--- src/design/rvx_pkg.sv ---
`default_nettype none
package rvx_pkg;

	// opcodes
	localparam logic [3:0] OP_ADD   = 4'd0;
	localparam logic [3:0] OP_SUB   = 4'd1;
	localparam logic [3:0] OP_SHL   = 4'd2;
	localparam logic [3:0] OP_ASHR  = 4'd3;
	localparam logic [3:0] OP_LSHR  = 4'd4;
	localparam logic [3:0] OP_AND   = 4'd5;
	localparam logic [3:0] OP_OR    = 4'd6;
	localparam logic [3:0] OP_NOT   = 4'd7;
	localparam logic [3:0] OP_ST    = 4'd8;
	localparam logic [3:0] OP_LD    = 4'd9;
	localparam logic [3:0] OP_STACK = 4'd10;
	localparam logic [3:0] OP_LOCS  = 4'd11;
	localparam logic [3:0] OP_CMP   = 4'd12;
	localparam logic [3:0] OP_BR    = 4'd13;
	localparam logic [3:0] OP_TRAP  = 4'd14;

	// source modes
	localparam logic [1:0] MODE_REG  = 2'd0;
	localparam logic [1:0] MODE_IMM  = 2'd1;
	localparam logic [1:0] MODE_BASE = 2'd2;
	localparam logic [1:0] MODE_IND  = 2'd3;

	// branch kinds
	localparam logic [2:0] BK_JMP = 3'd0;
	localparam logic [2:0] BK_JEQ = 3'd1;
	localparam logic [2:0] BK_JGT = 3'd2;
	localparam logic [2:0] BK_JLT = 3'd3;
	localparam logic [2:0] BK_JGE = 3'd4;
	localparam logic [2:0] BK_JLE = 3'd5;
	localparam logic [2:0] BK_JSR = 3'd6;
	localparam logic [2:0] BK_RET = 3'd7;

	// status codes
	localparam logic [2:0] ST_OK    = 3'd0;
	localparam logic [2:0] ST_HALT  = 3'd1;
	localparam logic [2:0] ST_SOVF  = 3'd2;
	localparam logic [2:0] ST_SUNF  = 3'd3;
	localparam logic [2:0] ST_ILL   = 3'd4;
	localparam logic [2:0] ST_BOVF  = 3'd5;

	// trap codes with a meaning of their own
	localparam logic [15:0] TRAP_HALT = 16'd0;
	localparam logic [15:0] TRAP_DUMP = 16'd1;

	// register file request
	typedef struct packed {
		logic        we;
		logic [2:0]  waddr;
		logic [15:0] wdata;
		logic [2:0]  raddr_a;
		logic [2:0]  raddr_b;
	} rf_req_t;

	// byte memory request, address bits above the depth are dropped
	typedef struct packed {
		logic        we;
		logic [15:0] waddr;
		logic [7:0]  wdata;
		logic [15:0] raddr0;
		logic [15:0] raddr1;
	} mem_req_t;

	// one result
	typedef struct packed {
		logic [15:0] next_pc;
		logic [3:0]  flag_bits;
		logic [2:0]  status;
		logic [15:0] trap_code;
		logic        trap_user;
		logic [2:0]  reg_index;
		logic [15:0] reg_value;
		logic        last;
	} res_t;

endpackage
`default_nettype wire

--- src/design/rvx_regfile.sv ---
`default_nettype none
module rvx_regfile
	import rvx_pkg::*;
(
	input  wire logic        clk,
	input  wire logic        arst_n,
	input  wire rf_req_t     req,
	output logic [15:0]      rdata_a,
	output logic [15:0]      rdata_b
);

	logic [15:0] mem [8];
	logic [7:0]  valid_q;

	// storage write
	always_ff @(posedge clk) begin
		if (req.we) begin
			mem[req.waddr] <= req.wdata;
		end
	end

	// valid bits, an entry never written reads as zero
	always_ff @(posedge clk or negedge arst_n) begin
		if (!arst_n) begin
			valid_q <= '0;
		end else if (req.we) begin
			valid_q[req.waddr] <= 1'b1;
		end
	end

	// registered read ports
	always_ff @(posedge clk) begin
		rdata_a <= valid_q[req.raddr_a] ? mem[req.raddr_a] : 16'd0;
		rdata_b <= valid_q[req.raddr_b] ? mem[req.raddr_b] : 16'd0;
	end

endmodule
`default_nettype wire

--- config.mk ---
export PLATFORM = sky130hd
export DESIGN_NAME = rvx_regfile
export DESIGN_NICKNAME = d
export VERILOG_FILES = /design/src/design/rvx_pkg.sv /design/src/design/rvx_regfile.sv
export SDC_FILE = /design/constraint.sdc
export NUM_CORES = 1
export LEC_CHECK = 0
export BUFFER_PORTS_ARGS = -buffer_cell sky130_fd_sc_hd__buf_2
export CORE_ASPECT_RATIO = 1.2
export CORE_MARGIN = 2
export CORE_UTILIZATION = 45
export CTS_CLUSTER_DIAMETER = 100
export CTS_CLUSTER_SIZE = 16
export DETAILED_ROUTE_END_ITERATION = 12
export SETUP_SLACK_MARGIN = 0.3
export SLEW_MARGIN = 10
export SYNTH_ARGS = -nofsm -noshare
export SYNTH_HDL_FRONTEND = slang
export SYNTH_SLANG_ARGS = --single-unit
export TNS_END_PERCENT = 100
--- constraint.sdc ---
create_clock -name clk -period 2.6 [get_ports clk]
set_input_delay 0 -clock clk [delete_from_list [all_inputs] [get_ports clk]]
set_output_delay 0 -clock clk [all_outputs]
set_load 0.05 [all_outputs]
==> summary.md, run 1 <==
| Metric | Value |
|---|---|
| Outcome | `finished, final reports clean` |
| Nets | `467` |
| Total congestion overflow | `0` |
| DRC | `0` |
| Initial DRC Count | `236` |
| Hold Crit Class | `input port to flop` |
| R2r endpoint | `rdata_a[5]` |
| R2r setup slk | `0.82 ns` |
| Ys flop type | `edfxtp_1` |
| Crit path kind | `flop to flop` |
| Mapped Area | `0.007174 mm^2` |
| Gr busiest metal | `met2` |
| Crit path depth | `4` |
| CTS tree | `done` |
| Routed vias/inst | `5.520` |
| WHS | `0.05627 ns` |
| Number of gates resized after CTS | `0` |
| Max Cap Viol | `0` |
| Die X | `119.3 um` |
| Post-synthesis cell count | `345` |
| GRT Overall Usage | `19.10%` |
| Post-synth cell types | `22` |
| Core outline area | `0.01558 mm^2` |
| Routed len/inst | `22.69 um` |
| Fin. max-slew vios | `0` |
| Tmin final | `1.779 ns` |
| Avg Cell Area, Syn | `20.80 um^2` |
| Worst Setup SP | `valid_q[7]` |
| Routability cong. | `0.7332` |
| Crit path max-delay family | `multiplexers` |
| ANT cells | `0` |
| Startpoint Class | `flop` |
| CP max-delay cell | `mux4_2` |
| Port Buffers | `59` |
| CP Cell Sequence | `mux4_2 > mux2i_4 > buf_4 > nor2_1` |
| Worst r2r src | `valid_q[7]` |
| Leak | `2.998 nW` |
| Fraction of layout cells with a size suffix above 1 | `44.25%` |
| Clock-pin slew on the worst setup and hold paths | `0.06 ns` |
| Max incr delay on CP | `0.52 ns` |
| Fillcell total | `1221` |
| Num CTS Buffers | `17` |
| Row count | `50` |
| First-pass GRT wire length | `23120 um` |
| Vias in the first global route | `3894` |
| Final Core Density | `54.38%` |
| Relative slew slack | `61.22%` |
| Worst Path Buf+Inv | `1` |
| WL final | `14980 um` |
| Power consumption | `6.329 mW` |
| Post-Route Skew | `0.008993 ns` |
| CP Data Arrival Time | `2.08 ns` |
| P&R area growth vs syn | `18.07%` |
| Post-route setup TNS | `0 ns` |
| Max Fclk | `562.3 MHz` |
| Worst-case clock buffer depth | `2` |
| Met1 GRT Util | `24.06%` |
| Setup Viol. Count Final | `0` |
| RSZ-0062 raised after global routing | `no` |
| #FFs+latches synth | `168` |
| Die ar. | `0.01697 mm^2` |
| Vias | `3643` |
| Hold Path Stages | `3` |
| Initial core utilization | `46.06%` |
| Clk sinks | `168` |
| Yosys warning total | `0` |
| Post-detail-place hpwl | `9287 um` |
| Antenna violations before repair | `0` |
| Post-synth EDFFs | `128` |
| Clock root cell | `clkbuf_16` |
| Fin. Hold Viols | `0` |
| Syn nets | `373` |
| Async SR Flop Fraction | `4.762%` |
| Fin crit share | `68.41%` |
| Number of H-tree levels | `4` |
| Worst-Skew Late Latency | `0.43 ns` |
| Largest net degree at the start of global routing | `20` |
| Chip height | `142.3 um` |
| Grt met2 use | `32.82%` |
| Cell area power density | `747.1 mW/mm^2` |
| R2R cell count | `4` |
| ANT nets after route | `0` |
| CP Max Fanout | `11` |
| Critical path data required time | `2.90 ns` |
| IO Pins | `60` |
| TritonRoute pass-1 iters | `4` |
| Setup crit end kind | `flop` |
| M3 GR Usage | `3.846%` |
| Tightest Pin Transition | `0.5816 ns` |
| Worst Setup EP | `rdata_a[5]` |
| Sequential-to-total area share from yosys stat | `65.29%` |
| Max VDD drop | `0.4052 mV` |
layer usage:
metal / routed length (um) / vias up
met5: 0 / -
met4: 268 / 0
met3: 423 / 16
met2: 7980 / 70
met1: 6304 / 1959
li1: - / 1598
synthesized netlist by cell type (3+ instances only):
cell / n / area [um^2]
nand2b_1: 3 / 18.77
nor2_1: 18 / 67.56
clkbuf_1: 3 / 11.26
mux4_1: 7 / 183.9
or2_2: 8 / 50.05
mux2i_1: 32 / 320.3
nor2_4: 20 / 225.2
dfrtp_1: 8 / 200.2
edfxtp_1: 128 / 3844
mux4_4: 4 / 100.1
dfxtp_1: 32 / 640.6
buf_2: 8 / 40.04
mux4_2: 57 / 1284
buf_6: 4 / 45.04
kinds of logic (layout without fill, tap and decap cells):
| kind of cell | Yosys count | in the layout | synth area share [%] |
|---|---|---|---|
| buffers and inverters | 22 | 129 | 2.476 |
| DFF | 168 | 168 | 65.29 |
| muxes | 102 | 102 | 26.94 |
| and+or+nand+nor | 53 | 53 | 5.284 |
repair_timing:
| item | 4_1_cts | 5_1_grt |
|---|---|---|
| setup endpoints to repair | 0 | 0 |
| endpoints found under the hold margin | 136 | 0 |
| buffers inserted | 0 | 0 |
| hold buffers | 18 | 0 |
layout make-up:
cell class	count	area (um^2)	area share, %
clock inverters	11	105.1	1.241
repair buffers	97	638.1	7.533
multi-input cells	155	2322	27.42
well taps	208	260.3	3.072
clock buffers	21	460.4	5.436
flip-flops and latches	168	4684	55.30
per-stage QoR:
step	worst slack [ns]	instance area, um^2	std cells
2_1_floorplan	0.8476	7174	345
3_3_place_gp	0.8516	7725	610
3_5_place_dp	0.8373	7725	610
4_1_cts	0.8061	8471	660
5_1_grt	0.7327	8471	660
6_report	0.8214	8471	660
worst min path at each step:
| stage | from | endpoint |
|---|---|---|
| floorplan | arst_n | valid_q[0] |
| global placement | arst_n | valid_q[0] |
| detailed placement | arst_n | valid_q[5] |
| CTS | req[2] | rdata_b[4] |
| global route | req[2] | rdata_b[4] |
| finish | req[2] | rdata_b[4] |
tightest hold or removal path, stage by stage:
cell	delay, ns
buf_2	0.19
mux2i_1	0.18
nor2_4	0.08
placed cells by master (no fill, tap or decap):
cell,instances
buf_12,1
buf_2,59
buf_4,19
bufinv_16,2
clkbuf_1,2
clkbuf_16,17
clkbuf_8,2
clkinv_1,2
clkinv_2,6
clkinvlp_4,1
dfrtp_1,8
dfxtp_1,32
dlygate4sd3_1,18
edfxtp_1,128
mux2i_1,32
mux2i_4,2
mux4_1,7
mux4_2,57
mux4_4,4
nand2_1,2
nand2b_1,3
nor2_1,18
nor2_4,20
nor3_2,2
or2_2,8
flip-flops by register name, indices dropped and copies added (netlist names):
| register | cells |
|---|---|
| rdata_b | 16 |
| mem | 128 |
| valid_q | 8 |
| rdata_a | 16 |
power breakdown:
part | internal (mW) | total [mW] | switching [mW]
Sequential | 3.04 | 3.08 | 0.0484
Combinational | 0.299 | 0.827 | 0.528
Clock | 1.45 | 2.42 | 0.972
Total | 4.78 | 6.33 | 1.55
No activity file was read; power rests on OpenSTA's default activity.
==> run 2, diff against run 1 <==
Settings changed: PLACE_DENSITY from default to 0.65.
Clock period 2.6 ns to 1.46 ns, I/O delays scaled along.
==> run 2 against run 1 <==
The flow now finishes with violations (setup timing). Worst setup slack worse by 0.85 ns. Die area stayed put. Core utilization up 2.9 points. Critical path depth unchanged. Worst hold slack better by 0.097 ns. Sequential cell count unchanged. Critical endpoint is now rdata_a[4]. Largest power group unchanged.
==> summary.md, run 2 (same netlist as run 1, synthesis figures left out) <==
| Metric | Value |
|---|---|
| Relative slew slack | `71.65%` |
| ANT nets after route | `0` |
| Vias | `3663` |
| Routed vias/inst | `5.419` |
| Clock root cell | `clkbuf_16` |
| Sequential power share | `47.2%` |
| Max Cap Viol | `0` |
| Sw power | `2.803 mW` |
| Most common cell after layout, fill and taps aside | `edfxtp_1` |
| Num CTS Buffers | `17` |
| Initial DRC Count | `229` |
| Max VDD drop | `0.8208 mV` |
| Logic pwr share | `13.9%` |
| Fin. max-slew vios | `0` |
| Fillcell total | `1154` |
| First-pass GRT wire length | `22220 um` |
| ANT cells | `0` |
| Tmin final | `1.488 ns` |
| P&R area growth vs syn | `24.45%` |
| Routed len/inst | `21.30 um` |
| Final Core Density | `57.32%` |
| GRT Overall Usage | `18.15%` |
| Antenna violations before repair | `0` |
| Cell area power density | `1304 mW/mm^2` |
| Die X | `119.3 um` |
| Post-detail-place hpwl | `9163 um` |
| Fin crit share | `101.9%` |
| CP Data Arrival Time | `1.79 ns` |
| Chip height | `142.3 um` |
| WL final | `14400 um` |
| Pre-CTS WS | `-0.02897 ns` |
| Clk sinks | `168` |
| Vias in the first global route | `3956` |
| Power consumption | `11.65 mW` |
| Initial core utilization | `46.06%` |
| Hold Crit Class | `input port to flop` |
| Final Cell Area | `0.008929 mm^2` |
| Core outline area | `0.01558 mm^2` |
| Post-CTS setup buffer count | `0` |
| Commonest cells after routing, fill and taps aside | `edfxtp_1, buf_2, mux4_2` |
| TritonRoute pass-1 iters | `4` |
| Leak | `3.160 nW` |
| Number of H-tree levels | `4` |
| Post-Route Skew | `0.01035 ns` |
| Tightest Pin Transition | `0.4253 ns` |
| Crit path kind | `flop to flop` |
| Number of cells in the finished layout apart from fillers | `676` |
| Fraction of layout cells with a size suffix above 1 | `48.08%` |
| Setup crit end kind | `flop` |
| Cell internal pwr | `8.843 mW` |
| IO Pins | `60` |
| Final WS setup | `-0.02830 ns` |
| CTS tree | `done` |
| CP Max Fanout | `6` |
| Setup Viol. Count Final | `20` |
| Outcome | `finished with violations` |
| Worst-Skew Late Latency | `0.41 ns` |
| DRC | `0` |
| Port Buffers | `59` |
| Row count | `50` |
| Die ar. | `0.01697 mm^2` |
| Largest Register | `mem` |
| Total congestion overflow | `0` |
| Nets | `483` |
| RSZ-0062 raised after global routing | `yes` |
| Largest net degree at the start of global routing | `34` |
| Top Registers | `mem x128, rdata_a x16, rdata_b x16` |
| Net Sw Frac | `24.07%` |
| Clock-pin slew on the worst setup and hold paths | `0.06 ns` |
| Startpoint Class | `flop` |
| Critical path data required time | `1.76 ns` |
| Worst-case clock buffer depth | `2` |
| Failing checks | `setup timing` |
| Max Fclk | `671.9 MHz` |
| Fin. Hold Viols | `0` |
| Clock power share | `38.9%` |
| Routability cong. | `0.7275` |
| Cells after DPL | `626` |
| DP Area | `0.008123 mm^2` |
| Max reg flops | `128` |
run 2: cell types whose count changed in the layout (fill, tap and decap cells not counted), moves of 2 or more:
cell	delta
buf_12	+20
buf_4	-7
buf_6	+2
clkinv_2	-4
inv_6	+2
nor2_1	-8
nor2_2	+8
nor3_2	-2
nor3_4	+2
run 2: metrics by stage:
stage,setup TNS [ns],hold WS (ns)
after detailed placement,-0.07903,-0.1521
after global routing,-0.9603,0.1543
after global placement,0,-0.1580
after CTS,-0.1960,0.1469
final,-0.1883,0.1531
after floorplan,0,-0.2956
run 2: worst max-delay path: stages (launching register included):
cell and delay (ns):
dfrtp_1 0.39, mux4_2 0.50, mux2i_4 0.24, buf_6 0.19, nor2_1 0.07
run 2: layout make-up:
cell class                 instances  area (um^2)  area share (%)
clock inverter                    11        145.1           1.626
timing repair buffer             113         1023           11.46
clock buffer                      21        460.4           5.157
multi-input combinational        155         2355           26.37
tap                              208        260.3           2.915
sequential                       168         4684           52.47
run 2: final timing paths:
| kind | from | to | slack (ns) | cells after the start |
|---|---|---|---|---|
| worst max register to register | valid_q[5] | rdata_a[4] | -0.03 | 4 |
| min in group asynchronous | arst_n | valid_q[2] | 0.59 | 3 |
| worst min-delay path | req[24] | mem[1][9] | 0.15 | 3 |
| worst max-delay path | valid_q[5] | rdata_a[4] | -0.03 | 4 |
| max in group asynchronous | arst_n | valid_q[3] | 0.61 | 3 |
| worst min register to register | valid_q[2] | valid_q[2] | 0.49 | 1 |
run 2: power groups by stage:
stage               combinational, mW  sequential, mW  clock (mW)
global placement                 1.58            5.58           0
floorplan                       0.672            6.02           0
detailed placement               1.59            5.60           0
CTS                              1.63            5.50        4.61
global route                     1.70            5.52        4.80
finish                           1.62            5.50        4.53
run 2: timing repair:
action                                 4_1_cts  5_1_grt
hold buffers                                18        0
setup endpoints to repair                   32       32
gates resized for setup                      2        4
pin swaps                                    0        1
endpoints found under the hold margin      136        0
run 2: routing by layer:
layer  global-route usage (%)  routed length (um)  vias up  part of all wire [%]
li1                         -                   -     1630                     -
met1                    20.65                5562     1930                    39
met2                    34.12                8152       92                    57
met3                    3.726                 540       11                   3.8
met4                    5.764                 140        0                  0.97
met5                        0                   0        -                     0
==> run 3, diff against run 2 <==
Settings changed: PLACE_DENSITY 0.65 to default.
Clock period 1.46 ns to 1.39 ns, I/O delays scaled along.
==> run 3 against run 2 <==
The flow still finishes with violations (setup timing). Sequential share of layout area shrank 0.30 points. Fmax shrank 2.2%. Total power grew 2.6%. Register-to-register slack lost 0.10 ns. Clock-buffer cell count shrank 2. Cell area grew 0.57%. Worst hold slack lost 0.011 ns. Routed wire length grew 0.97%. Critical path depth grew 1. Via count grew 1.4%. Non-clock buffer count grew 11. Sequential power grew 4.9%. Highest routed layer unchanged.
==> summary.md, run 3 (same netlist as run 1, synthesis figures left out) <==
| Metric | Value |
|---|---|
| Chip height | `142.3 um` |
| Die X | `119.3 um` |
| Outcome | `finished with violations` |
| IO Pins | `60` |
| Cells after DPL | `634` |
| TritonRoute pass-1 iters | `4` |
| RSZ-0062 raised after global routing | `yes` |
| Antenna violations before repair | `0` |
| Commonest cells after routing, fill and taps aside | `edfxtp_1, buf_2, mux4_2` |
| Number of H-tree levels | `4` |
| Max Fclk | `656.9 MHz` |
| WL final | `14540 um` |
| Number of cells in the finished layout apart from fillers | `687` |
| Initial core utilization | `46.06%` |
| Vias | `3714` |
| Worst-Skew Late Latency | `0.42 ns` |
| Post-detail-place hpwl | `9381 um` |
| Crit path kind | `flop to flop` |
| Routed len/inst | `21.16 um` |
| Tmin final | `1.522 ns` |
| Nets | `494` |
| GRT Overall Usage | `18.60%` |
| Total congestion overflow | `0` |
| Cell area power density | `1331 mW/mm^2` |
| CP Data Arrival Time | `1.83 ns` |
| Worst-case clock buffer depth | `2` |
| Clock-pin slew on the worst setup and hold paths | `0.06 ns` |
| Row count | `50` |
| Final Core Density | `57.65%` |
| Fin crit share | `109.5%` |
| Final WS setup | `-0.1324 ns` |
| Fin. Hold Viols | `0` |
| Max reg flops | `128` |
| Routability cong. | `0.7178` |
| Initial DRC Count | `171` |
| ANT cells | `0` |
| Vias in the first global route | `4004` |
| Largest Register | `mem` |
| Critical path data required time | `1.70 ns` |
| Setup Viol. Count Final | `32` |
| Max VDD drop | `0.8587 mV` |
| CTS tree | `done` |
| Max Cap Viol | `0` |
| Clock root cell | `clkbuf_16` |
| First-pass GRT wire length | `22530 um` |
| Fin. max-slew vios | `0` |
| Post-Route Skew | `0.006892 ns` |
| Most common cell after layout, fill and taps aside | `edfxtp_1` |
| Startpoint Class | `flop` |
| Hold Crit Class | `input port to flop` |
| Num CTS Buffers | `17` |
| Port Buffers | `59` |
| Setup crit end kind | `flop` |
| Failing checks | `setup timing` |
| Clk sinks | `168` |
| Fraction of layout cells with a size suffix above 1 | `49.69%` |
| ANT nets after route | `0` |
| Routed vias/inst | `5.406` |
| Top Registers | `mem x128, rdata_a x16, rdata_b x16` |
| Tightest Pin Transition | `0.3597 ns` |
| Core outline area | `0.01558 mm^2` |
| Die ar. | `0.01697 mm^2` |
| Largest net degree at the start of global routing | `19` |
| Leak | `3.186 nW` |
| P&R area growth vs syn | `25.17%` |
| Relative slew slack | `75.94%` |
| CP Max Fanout | `6` |
| DRC | `0` |
-- run 3: cell count changes in the layout (fill, tap and decap cells not counted) --
cell,delta
bufinv_16,-1
buf_8,-1
buf_12,-3
buf_4,+14
buf_16,+1
inv_6,-2
nor2_1,-4
clkinv_1,+2
nor2_4,+5
clkbuf_8,-2
clkinv_4,+3
nor2_2,-1
-- run 3: per-layer routing --
metal	part of all wire [%]	global-route usage, %	up-vias	routed length (um)
met5	0	0	-	0
li1	-	-	1654	-
met2	55	33.48	77	8006
met4	1.7	6.328	0	247
met1	40	21.91	1967	5797
met3	3.3	4.407	16	486
-- run 3: path summary, 6_finish.rpt --
kind | startpoint | end | slack [ns] | cells past startpoint
min in group asynchronous | arst_n | valid_q[2] | 0.59 | 3
worst max-delay path | valid_q[5] | rdata_b[14] | -0.13 | 5
worst min-delay path | req[5] | rdata_a[15] | 0.14 | 4
worst max register to register | valid_q[5] | rdata_b[14] | -0.13 | 5
worst min register to register | valid_q[6] | valid_q[6] | 0.50 | 1
max in group asynchronous | arst_n | valid_q[5] | 0.53 | 3
-- run 3: critical path, cell delays in order (launching register included) --
cell and delay, ns:
dfrtp_1 0.39, mux4_2 0.50, mux2i_4 0.19, buf_6 0.14, buf_12 0.15, nor2_4 0.04
-- run 3: timing repair --
action | 4_1_cts | 5_1_grt
hold buffers | 18 | 0
hold endpoints to repair | 136 | 0
gates cloned | 1 | 0
pin swaps | 2 | 8
resized for setup | 6 | 7
setup endpoints to repair | 32 | 32
buffers inserted | 2 | 0
-- run 3: cell type report --
type	count	area [um^2]
Clock buffer	19	432.9
Clock inverter	13	131.4
Fill cell	1156	6598
Multi-Input combinational cell	155	2390
Sequential cell	168	4684
Tap cell	208	260.3
Timing Repair Buffer	124	1081
-- run 3: metrics by stage --
| stage | area [um^2] | total power [mW] | hold WS (ns) | setup TNS (ns) | setup WS (ns) |
|---|---|---|---|---|---|
| final | 8980 | 11.95 | 0.1421 | -2.993 | -0.1324 |
| after global routing | 8980 | 12.38 | 0.1527 | -3.992 | -0.1581 |
| after CTS | 8952 | 12.08 | 0.1314 | -2.875 | -0.1229 |
| after detailed placement | 8150 | 7.550 | -0.1498 | -2.740 | -0.1210 |
| after global placement | 8150 | 7.525 | -0.1549 | -1.474 | -0.08251 |
| after floorplan | 7217 | 7.028 | -0.2956 | -1.263 | -0.06317 |
-- run 3: power breakdown --
group          internal, mW  leakage, nW  switching (mW)
combinational         0.712         1.41            1.02
clock                  2.62        0.269            1.82
sequential             5.68         1.50          0.0909
total                  9.01         3.19            2.94
